--- src/rtl/sss_pkg.sv ---
package sss_pkg;

  // fixed register and field widths
  localparam int SEP_REG_W   = 64;
  localparam int LEN_REG_W   = 4;
  localparam int SPLIT_REG_W = 17;
  localparam int CUT_W       = SPLIT_REG_W - 1;
  localparam int FIELD_W     = 16;
  localparam int BYTE_W      = 8;
  localparam int CFG_IDX_W   = 2;

  // configuration register indexes
  localparam logic [CFG_IDX_W-1:0] REG_SEP_BYTES  = 2'd0;
  localparam logic [CFG_IDX_W-1:0] REG_SEP_LENGTH = 2'd1;
  localparam logic [CFG_IDX_W-1:0] REG_MAX_SPLITS = 2'd2;

  // result queue
  localparam int QUEUE_DEPTH = 4;
  localparam int QPTR_W      = $clog2(QUEUE_DEPTH);
  localparam int QCNT_W      = $clog2(QUEUE_DEPTH + 1);

  typedef struct packed {
    logic [FIELD_W-1:0] field_start;
    logic [FIELD_W-1:0] field_length;
    logic               final_field;
    logic               length_overflow;
  } result_t;

  // per-cycle control broadcast to every window cell
  typedef struct packed {
    logic shift;  // a byte enters the window
    logic clear;  // cut or end of string: no byte is fresh any more
  } cell_ctl_t;

endpackage

--- src/rtl/sss_if.sv ---
interface sss_in_if;
  logic       valid;
  logic       ready;
  logic [7:0] data_byte;
  logic       byte_present;
  logic       end_of_string;

  modport source (output valid, output data_byte, output byte_present,
                  output end_of_string, input ready);
  modport sink (input valid, input data_byte, input byte_present,
                input end_of_string, output ready);
endinterface

interface sss_out_if;
  logic        valid;
  logic        ready;
  logic [15:0] field_start;
  logic [15:0] field_length;
  logic        final_field;
  logic        length_overflow;

  modport source (output valid, output field_start, output field_length,
                  output final_field, output length_overflow, input ready);
  modport sink (input valid, input field_start, input field_length,
                input final_field, input length_overflow, output ready);
endinterface

--- src/rtl/sss_cell.sv ---
module sss_cell #(
  parameter int INDEX         = 0,
  parameter int MAX_SEP_BYTES = 8
) (
  input  logic                             clk,
  input  logic                             rst,
  input  sss_pkg::cell_ctl_t               ctl,
  input  logic [sss_pkg::LEN_REG_W-1:0]    eff_len,
  input  logic [sss_pkg::SEP_REG_W-1:0]    sep_bytes,
  input  logic [sss_pkg::BYTE_W-1:0]       byte_in,
  input  logic                             fresh_in,
  input  logic                             match_in,
  output logic [sss_pkg::BYTE_W-1:0]       byte_out,
  output logic                             fresh_out,
  output logic                             match_out
);
  import sss_pkg::*;

  logic [BYTE_W-1:0] window_byte;
  logic              fresh;
  logic [BYTE_W-1:0] sep_sel;
  logic              active;
  logic              hit;

  // this cell holds window byte INDEX, compared against separator byte len-1-INDEX
  always_comb begin
    sep_sel = '0;
    for (int k = 0; k < MAX_SEP_BYTES; k++) begin
      if (k + INDEX + 1 == int'(eff_len)) begin
        sep_sel = sep_bytes[BYTE_W*k +: BYTE_W];
      end
    end
  end

  assign active = LEN_REG_W'(INDEX) < eff_len;

  // compare on the byte this cell takes next
  assign hit       = !active || (fresh_in && (byte_in == sep_sel));
  assign match_out = match_in && hit;

  // window byte shifts along with each new byte
  always_ff @(posedge clk) begin
    if (ctl.shift) begin
      window_byte <= byte_in;
    end
  end

  // fresh marks bytes that arrived after the last cut or end of string
  always_ff @(posedge clk) begin
    if (rst) begin
      fresh <= 1'b0;
    end else if (ctl.clear) begin
      fresh <= 1'b0;
    end else if (ctl.shift) begin
      fresh <= fresh_in;
    end
  end

  assign byte_out  = window_byte;
  assign fresh_out = fresh;

endmodule

--- src/rtl/sss_ctrl.sv ---
module sss_ctrl #(
  parameter int POS_WIDTH = 16
) (
  input  logic                              clk,
  input  logic                              rst,
  input  logic                              accept,
  input  logic                              byte_present,
  input  logic                              end_of_string,
  input  logic                              match,
  input  logic [sss_pkg::LEN_REG_W-1:0]     eff_len,
  input  logic [sss_pkg::SPLIT_REG_W-1:0]   max_splits,
  output sss_pkg::cell_ctl_t                ctl,
  output sss_pkg::result_t                  res0,
  output sss_pkg::result_t                  res1,
  output logic [1:0]                        res_num
);
  import sss_pkg::*;

  localparam logic [POS_WIDTH-1:0] POS_MAX = '1;

  logic [POS_WIDTH-1:0] position;
  logic [POS_WIDTH-1:0] field_start;
  logic [CUT_W-1:0]     cuts_done;
  logic                 overflow_seen;

  logic                 take_byte;
  logic                 finish;
  logic                 may_cut;
  logic                 cut;
  logic                 pos_sat;
  logic [POS_WIDTH-1:0] pos_byte;
  logic [POS_WIDTH-1:0] pos_after;
  logic                 ovf_after;
  logic [POS_WIDTH-1:0] len_ext;
  logic [POS_WIDTH-1:0] cut_end;
  logic [POS_WIDTH-1:0] cut_len;
  logic [POS_WIDTH-1:0] start_after;
  logic [POS_WIDTH-1:0] fin_len;
  result_t              cut_res;
  result_t              fin_res;

  assign take_byte = accept && byte_present;
  assign finish    = accept && end_of_string;

  // negative limit means unlimited
  assign may_cut = max_splits[SPLIT_REG_W-1] || (cuts_done < max_splits[CUT_W-1:0]);
  assign cut     = take_byte && match && may_cut;

  // position update with saturation
  assign pos_sat   = position == POS_MAX;
  assign pos_byte  = pos_sat ? POS_MAX : position + POS_WIDTH'(1);
  assign pos_after = take_byte ? pos_byte : position;
  assign ovf_after = overflow_seen || (take_byte && pos_sat);

  // field ended by the cut: from field_start up to the separator
  assign len_ext = POS_WIDTH'(eff_len);
  assign cut_end = (pos_byte >= len_ext) ? pos_byte - len_ext : '0;
  assign cut_len = (cut_end >= field_start) ? cut_end - field_start : '0;

  assign start_after = cut ? pos_byte : field_start;
  assign fin_len     = (pos_after >= start_after) ? pos_after - start_after : '0;

  always_comb begin
    cut_res.field_start     = FIELD_W'(field_start);
    cut_res.field_length    = FIELD_W'(cut_len);
    cut_res.final_field     = 1'b0;
    cut_res.length_overflow = ovf_after;
    fin_res.field_start     = FIELD_W'(start_after);
    fin_res.field_length    = FIELD_W'(fin_len);
    fin_res.final_field     = 1'b1;
    fin_res.length_overflow = ovf_after;
  end

  assign res0    = cut ? cut_res : fin_res;
  assign res1    = fin_res;
  assign res_num = 2'(cut) + 2'(finish);

  assign ctl.shift = take_byte;
  assign ctl.clear = cut || finish;

  // per-string state; end of string returns it to reset
  always_ff @(posedge clk) begin
    if (rst || finish) begin
      position      <= '0;
      field_start   <= '0;
      cuts_done     <= '0;
      overflow_seen <= 1'b0;
    end else if (take_byte) begin
      position      <= pos_byte;
      field_start   <= start_after;
      overflow_seen <= ovf_after;
      if (cut && (cuts_done != '1)) begin
        cuts_done <= cuts_done + CUT_W'(1);
      end
    end
  end

endmodule

--- src/rtl/sss_queue.sv ---
module sss_queue (
  input  logic             clk,
  input  logic             rst,
  input  logic [1:0]       wr_num,
  input  sss_pkg::result_t wr_data0,
  input  sss_pkg::result_t wr_data1,
  output logic             has_room,
  sss_out_if.source        field_out
);
  import sss_pkg::*;

  result_t           entry [QUEUE_DEPTH];
  logic [QPTR_W-1:0] wr_ptr;
  logic [QPTR_W-1:0] rd_ptr;
  logic [QCNT_W-1:0] count;
  logic              pop;
  result_t           head;

  assign pop      = field_out.valid && field_out.ready;
  assign has_room = count <= QCNT_W'(QUEUE_DEPTH - 2);

  // up to two words written per cycle
  always_ff @(posedge clk) begin
    if (wr_num != 2'd0) begin
      entry[wr_ptr] <= wr_data0;
    end
    if (wr_num == 2'd2) begin
      entry[wr_ptr + QPTR_W'(1)] <= wr_data1;
    end
  end

  always_ff @(posedge clk) begin
    if (rst) begin
      wr_ptr <= '0;
      rd_ptr <= '0;
      count  <= '0;
    end else begin
      wr_ptr <= wr_ptr + QPTR_W'(wr_num);
      rd_ptr <= rd_ptr + QPTR_W'(pop);
      count  <= count + QCNT_W'(wr_num) - QCNT_W'(pop);
    end
  end

  assign head                      = entry[rd_ptr];
  assign field_out.valid           = count != '0;
  assign field_out.field_start     = head.field_start;
  assign field_out.field_length    = head.field_length;
  assign field_out.final_field     = head.final_field;
  assign field_out.length_overflow = head.length_overflow;

endmodule

--- src/rtl/string_split_on_separator.sv ---
// String splitter on a configured separator.
//
// str_in takes one word per string byte (byte_present) and marks the last
// word of a string with end_of_string; a word with neither flag is dropped.
// field_out gives one word per field: offset and length of the text before
// each separator match, then the final field at end of string. A word
// carrying both a byte and the end mark can give two fields.
// The separator (1 to 8 bytes), its length and the cut limit are written on
// the cfg_write/cfg_index/cfg_data port while no string is in flight.
//
// Throughput: one input word per cycle while str_in.ready is high. Matching
// runs through a row of window cells, one per separator byte, each comparing
// the byte it takes next, so a cut is known in the cycle the byte arrives. A
// field is written to the queue when the word that closes it is accepted.
// Results wait in a four-word queue; str_in.ready drops while more than two
// words are queued, so a stalled receiver stalls the sender after at most
// three more input words. Reset empties the queue, clears the string state
// and restores the registers to: separator 0, length 1, unlimited cuts.
module string_split_on_separator #(
  parameter int MAX_SEP_BYTES = 8,
  parameter int POS_WIDTH     = 16
) (
  input  logic                             clk,
  input  logic                             rst,
  input  logic                             cfg_write,
  input  logic [sss_pkg::CFG_IDX_W-1:0]    cfg_index,
  input  logic [sss_pkg::SEP_REG_W-1:0]    cfg_data,
  sss_in_if.sink                           str_in,
  sss_out_if.source                        field_out
);
  import sss_pkg::*;

  logic [SEP_REG_W-1:0]   sep_bytes;
  logic [LEN_REG_W-1:0]   sep_length;
  logic [SPLIT_REG_W-1:0] max_splits;
  logic [LEN_REG_W-1:0]   eff_len;

  logic                   accept;
  logic                   has_room;
  cell_ctl_t              ctl;
  result_t                res0;
  result_t                res1;
  logic [1:0]             res_num;

  logic [BYTE_W-1:0]      chain_byte  [MAX_SEP_BYTES+1];
  logic                   chain_fresh [MAX_SEP_BYTES+1];
  logic                   chain_match [MAX_SEP_BYTES+1];

  // configuration registers
  always_ff @(posedge clk) begin
    if (rst) begin
      sep_bytes  <= '0;
      sep_length <= LEN_REG_W'(1);
      max_splits <= '1;
    end else if (cfg_write) begin
      unique case (cfg_index)
        REG_SEP_BYTES:  sep_bytes  <= cfg_data;
        REG_SEP_LENGTH: sep_length <= cfg_data[LEN_REG_W-1:0];
        REG_MAX_SPLITS: max_splits <= cfg_data[SPLIT_REG_W-1:0];
        default: ;
      endcase
    end
  end

  // zero acts as one, oversize clamps to the window length
  always_comb begin
    if (sep_length == '0) begin
      eff_len = LEN_REG_W'(1);
    end else if (sep_length > LEN_REG_W'(MAX_SEP_BYTES)) begin
      eff_len = LEN_REG_W'(MAX_SEP_BYTES);
    end else begin
      eff_len = sep_length;
    end
  end

  assign str_in.ready = has_room;
  assign accept       = str_in.valid && has_room;

  // window cells, newest byte in cell 0
  assign chain_byte[0]  = str_in.data_byte;
  assign chain_fresh[0] = 1'b1;
  assign chain_match[0] = 1'b1;

  for (genvar j = 0; j < MAX_SEP_BYTES; j++) begin : g_cell
    sss_cell #(
      .INDEX         (j),
      .MAX_SEP_BYTES (MAX_SEP_BYTES)
    ) u_cell (
      .clk       (clk),
      .rst       (rst),
      .ctl       (ctl),
      .eff_len   (eff_len),
      .sep_bytes (sep_bytes),
      .byte_in   (chain_byte[j]),
      .fresh_in  (chain_fresh[j]),
      .match_in  (chain_match[j]),
      .byte_out  (chain_byte[j+1]),
      .fresh_out (chain_fresh[j+1]),
      .match_out (chain_match[j+1])
    );
  end

  sss_ctrl #(
    .POS_WIDTH (POS_WIDTH)
  ) u_ctrl (
    .clk           (clk),
    .rst           (rst),
    .accept        (accept),
    .byte_present  (str_in.byte_present),
    .end_of_string (str_in.end_of_string),
    .match         (chain_match[MAX_SEP_BYTES]),
    .eff_len       (eff_len),
    .max_splits    (max_splits),
    .ctl           (ctl),
    .res0          (res0),
    .res1          (res1),
    .res_num       (res_num)
  );

  sss_queue u_queue (
    .clk       (clk),
    .rst       (rst),
    .wr_num    (res_num),
    .wr_data0  (res0),
    .wr_data1  (res1),
    .has_room  (has_room),
    .field_out (field_out)
  );

endmodule

--- src/flat_wrapper.sv ---
// flat-port wrapper written by rule: the top's interface ports become plain ports
module string_split_on_separator_flat import sss_pkg::*;
#(
  parameter int MAX_SEP_BYTES = 8,
  parameter int POS_WIDTH     = 16
)
  (clk, rst, cfg_write, cfg_index, cfg_data, str_in_valid, str_in_data_byte, str_in_byte_present, str_in_end_of_string, str_in_ready, field_out_valid, field_out_field_start, field_out_field_length, field_out_final_field, field_out_length_overflow, field_out_ready);
  sss_in_if str_in_i ();
  sss_out_if field_out_i ();
  input  logic clk;
  input  logic rst;
  input  logic cfg_write;
  input  logic [sss_pkg::CFG_IDX_W-1:0] cfg_index;
  input  logic [sss_pkg::SEP_REG_W-1:0] cfg_data;
  input wire logic [$bits(str_in_i.valid)-1:0] str_in_valid;
  input wire logic [$bits(str_in_i.data_byte)-1:0] str_in_data_byte;
  input wire logic [$bits(str_in_i.byte_present)-1:0] str_in_byte_present;
  input wire logic [$bits(str_in_i.end_of_string)-1:0] str_in_end_of_string;
  output wire logic [$bits(str_in_i.ready)-1:0] str_in_ready;
  output wire logic [$bits(field_out_i.valid)-1:0] field_out_valid;
  output wire logic [$bits(field_out_i.field_start)-1:0] field_out_field_start;
  output wire logic [$bits(field_out_i.field_length)-1:0] field_out_field_length;
  output wire logic [$bits(field_out_i.final_field)-1:0] field_out_final_field;
  output wire logic [$bits(field_out_i.length_overflow)-1:0] field_out_length_overflow;
  input wire logic [$bits(field_out_i.ready)-1:0] field_out_ready;
  assign str_in_i.valid = str_in_valid;
  assign str_in_i.data_byte = str_in_data_byte;
  assign str_in_i.byte_present = str_in_byte_present;
  assign str_in_i.end_of_string = str_in_end_of_string;
  assign str_in_ready = str_in_i.ready;
  assign field_out_valid = field_out_i.valid;
  assign field_out_field_start = field_out_i.field_start;
  assign field_out_field_length = field_out_i.field_length;
  assign field_out_final_field = field_out_i.final_field;
  assign field_out_length_overflow = field_out_i.length_overflow;
  assign field_out_i.ready = field_out_ready;
  string_split_on_separator #(.MAX_SEP_BYTES(MAX_SEP_BYTES), .POS_WIDTH(POS_WIDTH)) u_core (.clk(clk), .rst(rst), .cfg_write(cfg_write), .cfg_index(cfg_index), .cfg_data(cfg_data), .str_in(str_in_i), .field_out(field_out_i));
endmodule
--- config.mk ---
export PLATFORM = sky130hd
export DESIGN_NAME = string_split_on_separator_flat
export DESIGN_NICKNAME = d
export VERILOG_FILES = /design/src/rtl/sss_pkg.sv /design/src/rtl/sss_if.sv /design/src/rtl/sss_cell.sv /design/src/rtl/sss_ctrl.sv /design/src/rtl/sss_queue.sv /design/src/rtl/string_split_on_separator.sv /design/src/flat_wrapper.sv
export SDC_FILE = /design/constraint.sdc
export NUM_CORES = 1
export LEC_CHECK = 0
export BUFFER_PORTS_ARGS = -buffer_cell sky130_fd_sc_hd__buf_4
export CAP_MARGIN = 20
export CORE_UTILIZATION = 60
export DETAILED_ROUTE_END_ITERATION = 8
export HOLD_SLACK_MARGIN = 0.12
export PLACE_DENSITY = 0.79
export SETUP_SLACK_MARGIN = 0.05
export SYNTH_ARGS = -nofsm -noshare
export SYNTH_HDL_FRONTEND = slang
export SYNTH_SLANG_ARGS = --single-unit
--- constraint.sdc ---
create_clock -name clk -period 21.4 [get_ports clk]
set_input_delay 4.28 -clock clk [delete_from_list [all_inputs] [get_ports clk]]
set_output_delay 4.28 -clock clk [all_outputs]
set_load 0.1 [all_outputs]
==> impl_metrics.py <==
metrics = {
    "worst_setup_path": {
        "worst-path-buf-inv": 2,
        "cp.required_ns": 21.72,
        "crit_path_max_fanout": 42,
        "critical_path_class": "in -> reg",
        "crit_path_max_incr_delay_ns": 0.59,
        "crit_path_end_kind": "flip-flop",
        "timing.critical_path.arrival_ns": 10.88,
        "crit_chain": "buf_4, xor2_1, a21o_1, o21ai_0, nand4_1, or4_1, or4_1, or4_1, nor3_4, buf_4, a21oi_1, ha_1, fa_1, nand2b_1, a21boi_0, o21ai_0, a21oi_1, o21ai_0, o21ai_0, a31o_2, nand2_1, mux2_1, o22ai_1",
        "worst_path_dominant_cell_family": "compound AO/OA/AOI/OAI gates",
        "critical_path.most_common_cell": "o21ai_0",
        "critical_path.startpoint_type": "input port",
        "cell_at_the_slowest_stage_of_the_critical_path": "buf_4",
    },
    "layout": {
        "multi_input_gate_area_in_the_final_layout_um2": 10800,
        "fillerInstances": 2636,
        "antenna_cells_inserted": 0,
        "final-instance-count-excl-fill": 2637,
        "layout_net_count": 2307,
        "area_growth_syn_to_layout_pct": 11.1,
        "seqCellArea_um2": 8690,
        "drive_above_1_share_pct": 13.2,
    },
    "sta": {
        "final_setup_violating_endpoints": 0,
        "timing.final.crit_period_ns": 10.56,
        "tightestPinTransition_ns": 1.05,
        "fin_tns_setup_ns": 0,
        "maxSlewViolCount": 0,
        "final_min_period_over_clock_period_pct": 49.4,
        "achievable-frequency_mhz": 94.7,
        "fin_worst_skew_ns": 0.0186,
        "final_hold_viol_count": 0,
        "rsz0062_at_grt": "false",
        "max-slew-margin-rel_pct": 29.8,
    },
    "clock_network": {
        "cts.hold.buffers_added": 0,
        "clockRootBuffer": "clkbuf_16",
        "worst_skew_pair.late_latency_ns": 0.53,
        "cts.clk_slew.worst_paths_ns": 0.06,
        "clock-sinks": 340,
        "clock_tree.htree_level_count": 2,
        "post_cts.repair.setup_buffers": 0,
        "post_cts_resize_count": 0,
        "clock_tree_from_tritoncts": "yes",
        "cts-buffers-inserted": 37,
        "cts_max_path_buffers": 3,
    },
    "synthesis": {
        "syn_area_um2": 20400,
        "average_size_of_a_mapped_cell_um2": 9.62,
        "netlist-cell-type-count": 85,
        "async_reset_ff_share_pct": 0,
        "seq_area_frac_synth_pct": 42.5,
        "post_synth_edffs": 188,
        "post_synth_inst_count": 2125,
        "syn_nets": 2271,
        "yosys_warnings": 0,
        "ys.flop_type": "edfxtp_1",
        "ys_seq_elements": 340,
    },
    "die": {
        "num_rows": 67,
        "core_region_area_um2": 33500,
        "die_height_um": 187,
        "die_width_um": 187,
        "effective_utilization_at_floorplan_pct": 61.0,
        "io_pins": 117,
        "dieArea_um2": 34800,
    },
    "detailed_routing": {
        "totalWireLength_mm": 64.4,
        "vias_per_cell": 6.68,
        "post-route-drc-count": 0,
        "vias": 17600,
        "drtIter0Drc": 1744,
        "dr.pass1.iters": 8,
        "wl_per_cell_um": 24.4,
        "drtAntennaViolNets": 0,
    },
    "min_path": {
        "hold_path_class": "reg -> reg",
    },
    "status": {
        "status": "complete, no violations",
    },
    "global_routing": {
        "globalRouteOverflowTotal": 0,
        "number_of_global_route_vias_before_repair": 16900,
        "grt_antenna_before_repair": 0,
        "grt_pass1_wl_mm": 98.5,
        "grt_max_degree": 100,
        "grt_use_total_pct": 36.5,
    },
    "placement": {
        "place.port_buffers": 116,
        "globalplace.congestion": 1.00,
        "placed_cells_incl_taps": 2570,
        "detailedPlacementHpwl_mm": 45.5,
    },
    "pwr": {
        "max-vdd-ir-drop_v": 0.0000833,
        "power.leakage_nw": 8.25,
        "power.density_nw_per_um2": 90.3,
    },
    "run": {
        "cap_viol_max_count": 0,
    },
}
[worst min-delay path: cells and delay by family, from the launching register on]
kind	cells	cell delay, ns
flip-flops	1	0.31
AO/OA/AOI/OAI	1	0.05
AND/OR/NAND/NOR	1	0.05
[Yosys cell counts, drive strengths merged, types with 19 or more instances]
cell       n  area (um^2)
a21o      22          165
a21oi    137          686
and2      44          275
buf       60          330
clkbuf    90          338
dfxtp    152         3040
edfxtp   188         5650
ha        61          763
inv       79          297
mux2      26          297
mux2i     55          551
mux4      36          811
nand2    264          991
nand2b    30          188
nand3     47          240
nand3b    19          143
nand4     22          138
nor2     119          447
nor2b     24          150
nor3      27          146
o21ai     88          440
o22ai     77          482
o2bb2ai   68          658
or3       29          181
xnor2     60          526
xor2      42          368
[per-stage QoR]
stage	power, W	hold WS, ns	util, %	area (um^2)	worst slack, ns
floorplan	0.00123	0.424	-	20400	11.60
global placement	0.00139	0.443	64.0	21500	10.77
detailed placement	0.00140	0.447	64.1	21500	10.47
CTS	0.00205	0.462	67.7	22700	10.94
global route	0.00211	0.470	67.7	22700	10.46
finish	0.00205	0.463	67.7	22700	10.84
[logic make-up (layout without fill, tap and decap cells)]
family          after synthesis  in the layout  synth area share (%)
fa+ha+maj                    65             65                  4.13
mux                         117            117                  8.11
flops                       340            340                  42.5
buf+inv                     232            296                  4.77
compound gates              568            568                  19.0
simple gates                701            701                  17.1
xor+xnor                    102            102                  4.37
[power by group]
group / leakage, nW / switching, W / internal, W / total, W
Sequential: 3.10 / 0.0000319 / 0.000724 / 0.000756
Clock: 0.597 / 0.000268 / 0.000392 / 0.000660
Combinational: 4.55 / 0.000447 / 0.000188 / 0.000636
Total: 8.25 / 0.000747 / 0.00130 / 0.00205
[area by class of cell]
type	instances	area share [%]
multi-input combinational	1553	47.6
sequential	340	38.3
timing repair buffer	147	4.88
clock buffer	50	4.43
tap	448	2.47
inverter	82	1.36
clock inverter	17	1.00
[registers in the layout (all words and copies together), names as in the netlist]
register and cells:
u_core.sep_length 4, u_core.u_ctrl.cuts_done 16, u_core.max_splits 17, u_core.u_queue.rd_ptr 2, u_core.g_cell.u_cell.byte_out 56, u_core.u_queue.entry 136
u_core.u_queue.count 3, u_core.u_ctrl.position 16, u_core.u_queue.wr_ptr 2, u_core.sep_bytes 64, u_core.u_ctrl.field_start 16, u_core.g_cell.u_cell.fresh_out 7
u_core.u_ctrl.overflow_seen 1
[cell usage in the layout, fill, tap and decap left out, types with 11 or more instances in the layout]
cell / instances
mux2_1: 17
o21a_1: 14
nor2b_1: 24
a31oi_1: 18
o22ai_1: 77
mux2i_1: 55
a21o_1: 22
ha_1: 61
buf_4: 146
a21oi_1: 137
or3_1: 29
nand2b_1: 30
nand3b_1: 19
o2bb2ai_1: 58
xnor2_1: 60
nand3_1: 46
inv_1: 78
a211o_1: 18
nor3_1: 26
clkbuf_1: 11
mux4_2: 36
and2_1: 44
nor2_1: 119
o21ai_0: 81
nand2_1: 264
nand4_1: 22
xor2_1: 42
dfxtp_1: 147
a221oi_1: 13
edfxtp_1: 188
clkbuf_16: 38
[layer usage]
layer | global-route usage (%) | vias up | part of all wire [%]
met5 | 0 | - | 0
met3 | 4.33 | 240 | 8.0
li1 | - | 7971 | -
met2 | 60.8 | 977 | 47
met1 | 46.1 | 8432 | 38
met4 | 20.6 | 0 | 6.2
[worst paths after layout]
check	startpoint	endpoint	slack, ns	depth (start not counted)
max	str_in_data_byte[4]	u_core.u_queue.entry[0][11]	10.84	23
min	u_core.sep_bytes[58]	u_core.sep_bytes[58]	0.46	2
max reg2reg	u_core.sep_length[1]	u_core.u_queue.entry[0][11]	12.64	23
min reg2reg	u_core.sep_bytes[58]	u_core.sep_bytes[58]	0.46	2
Power figures use the tool's default switching activity.
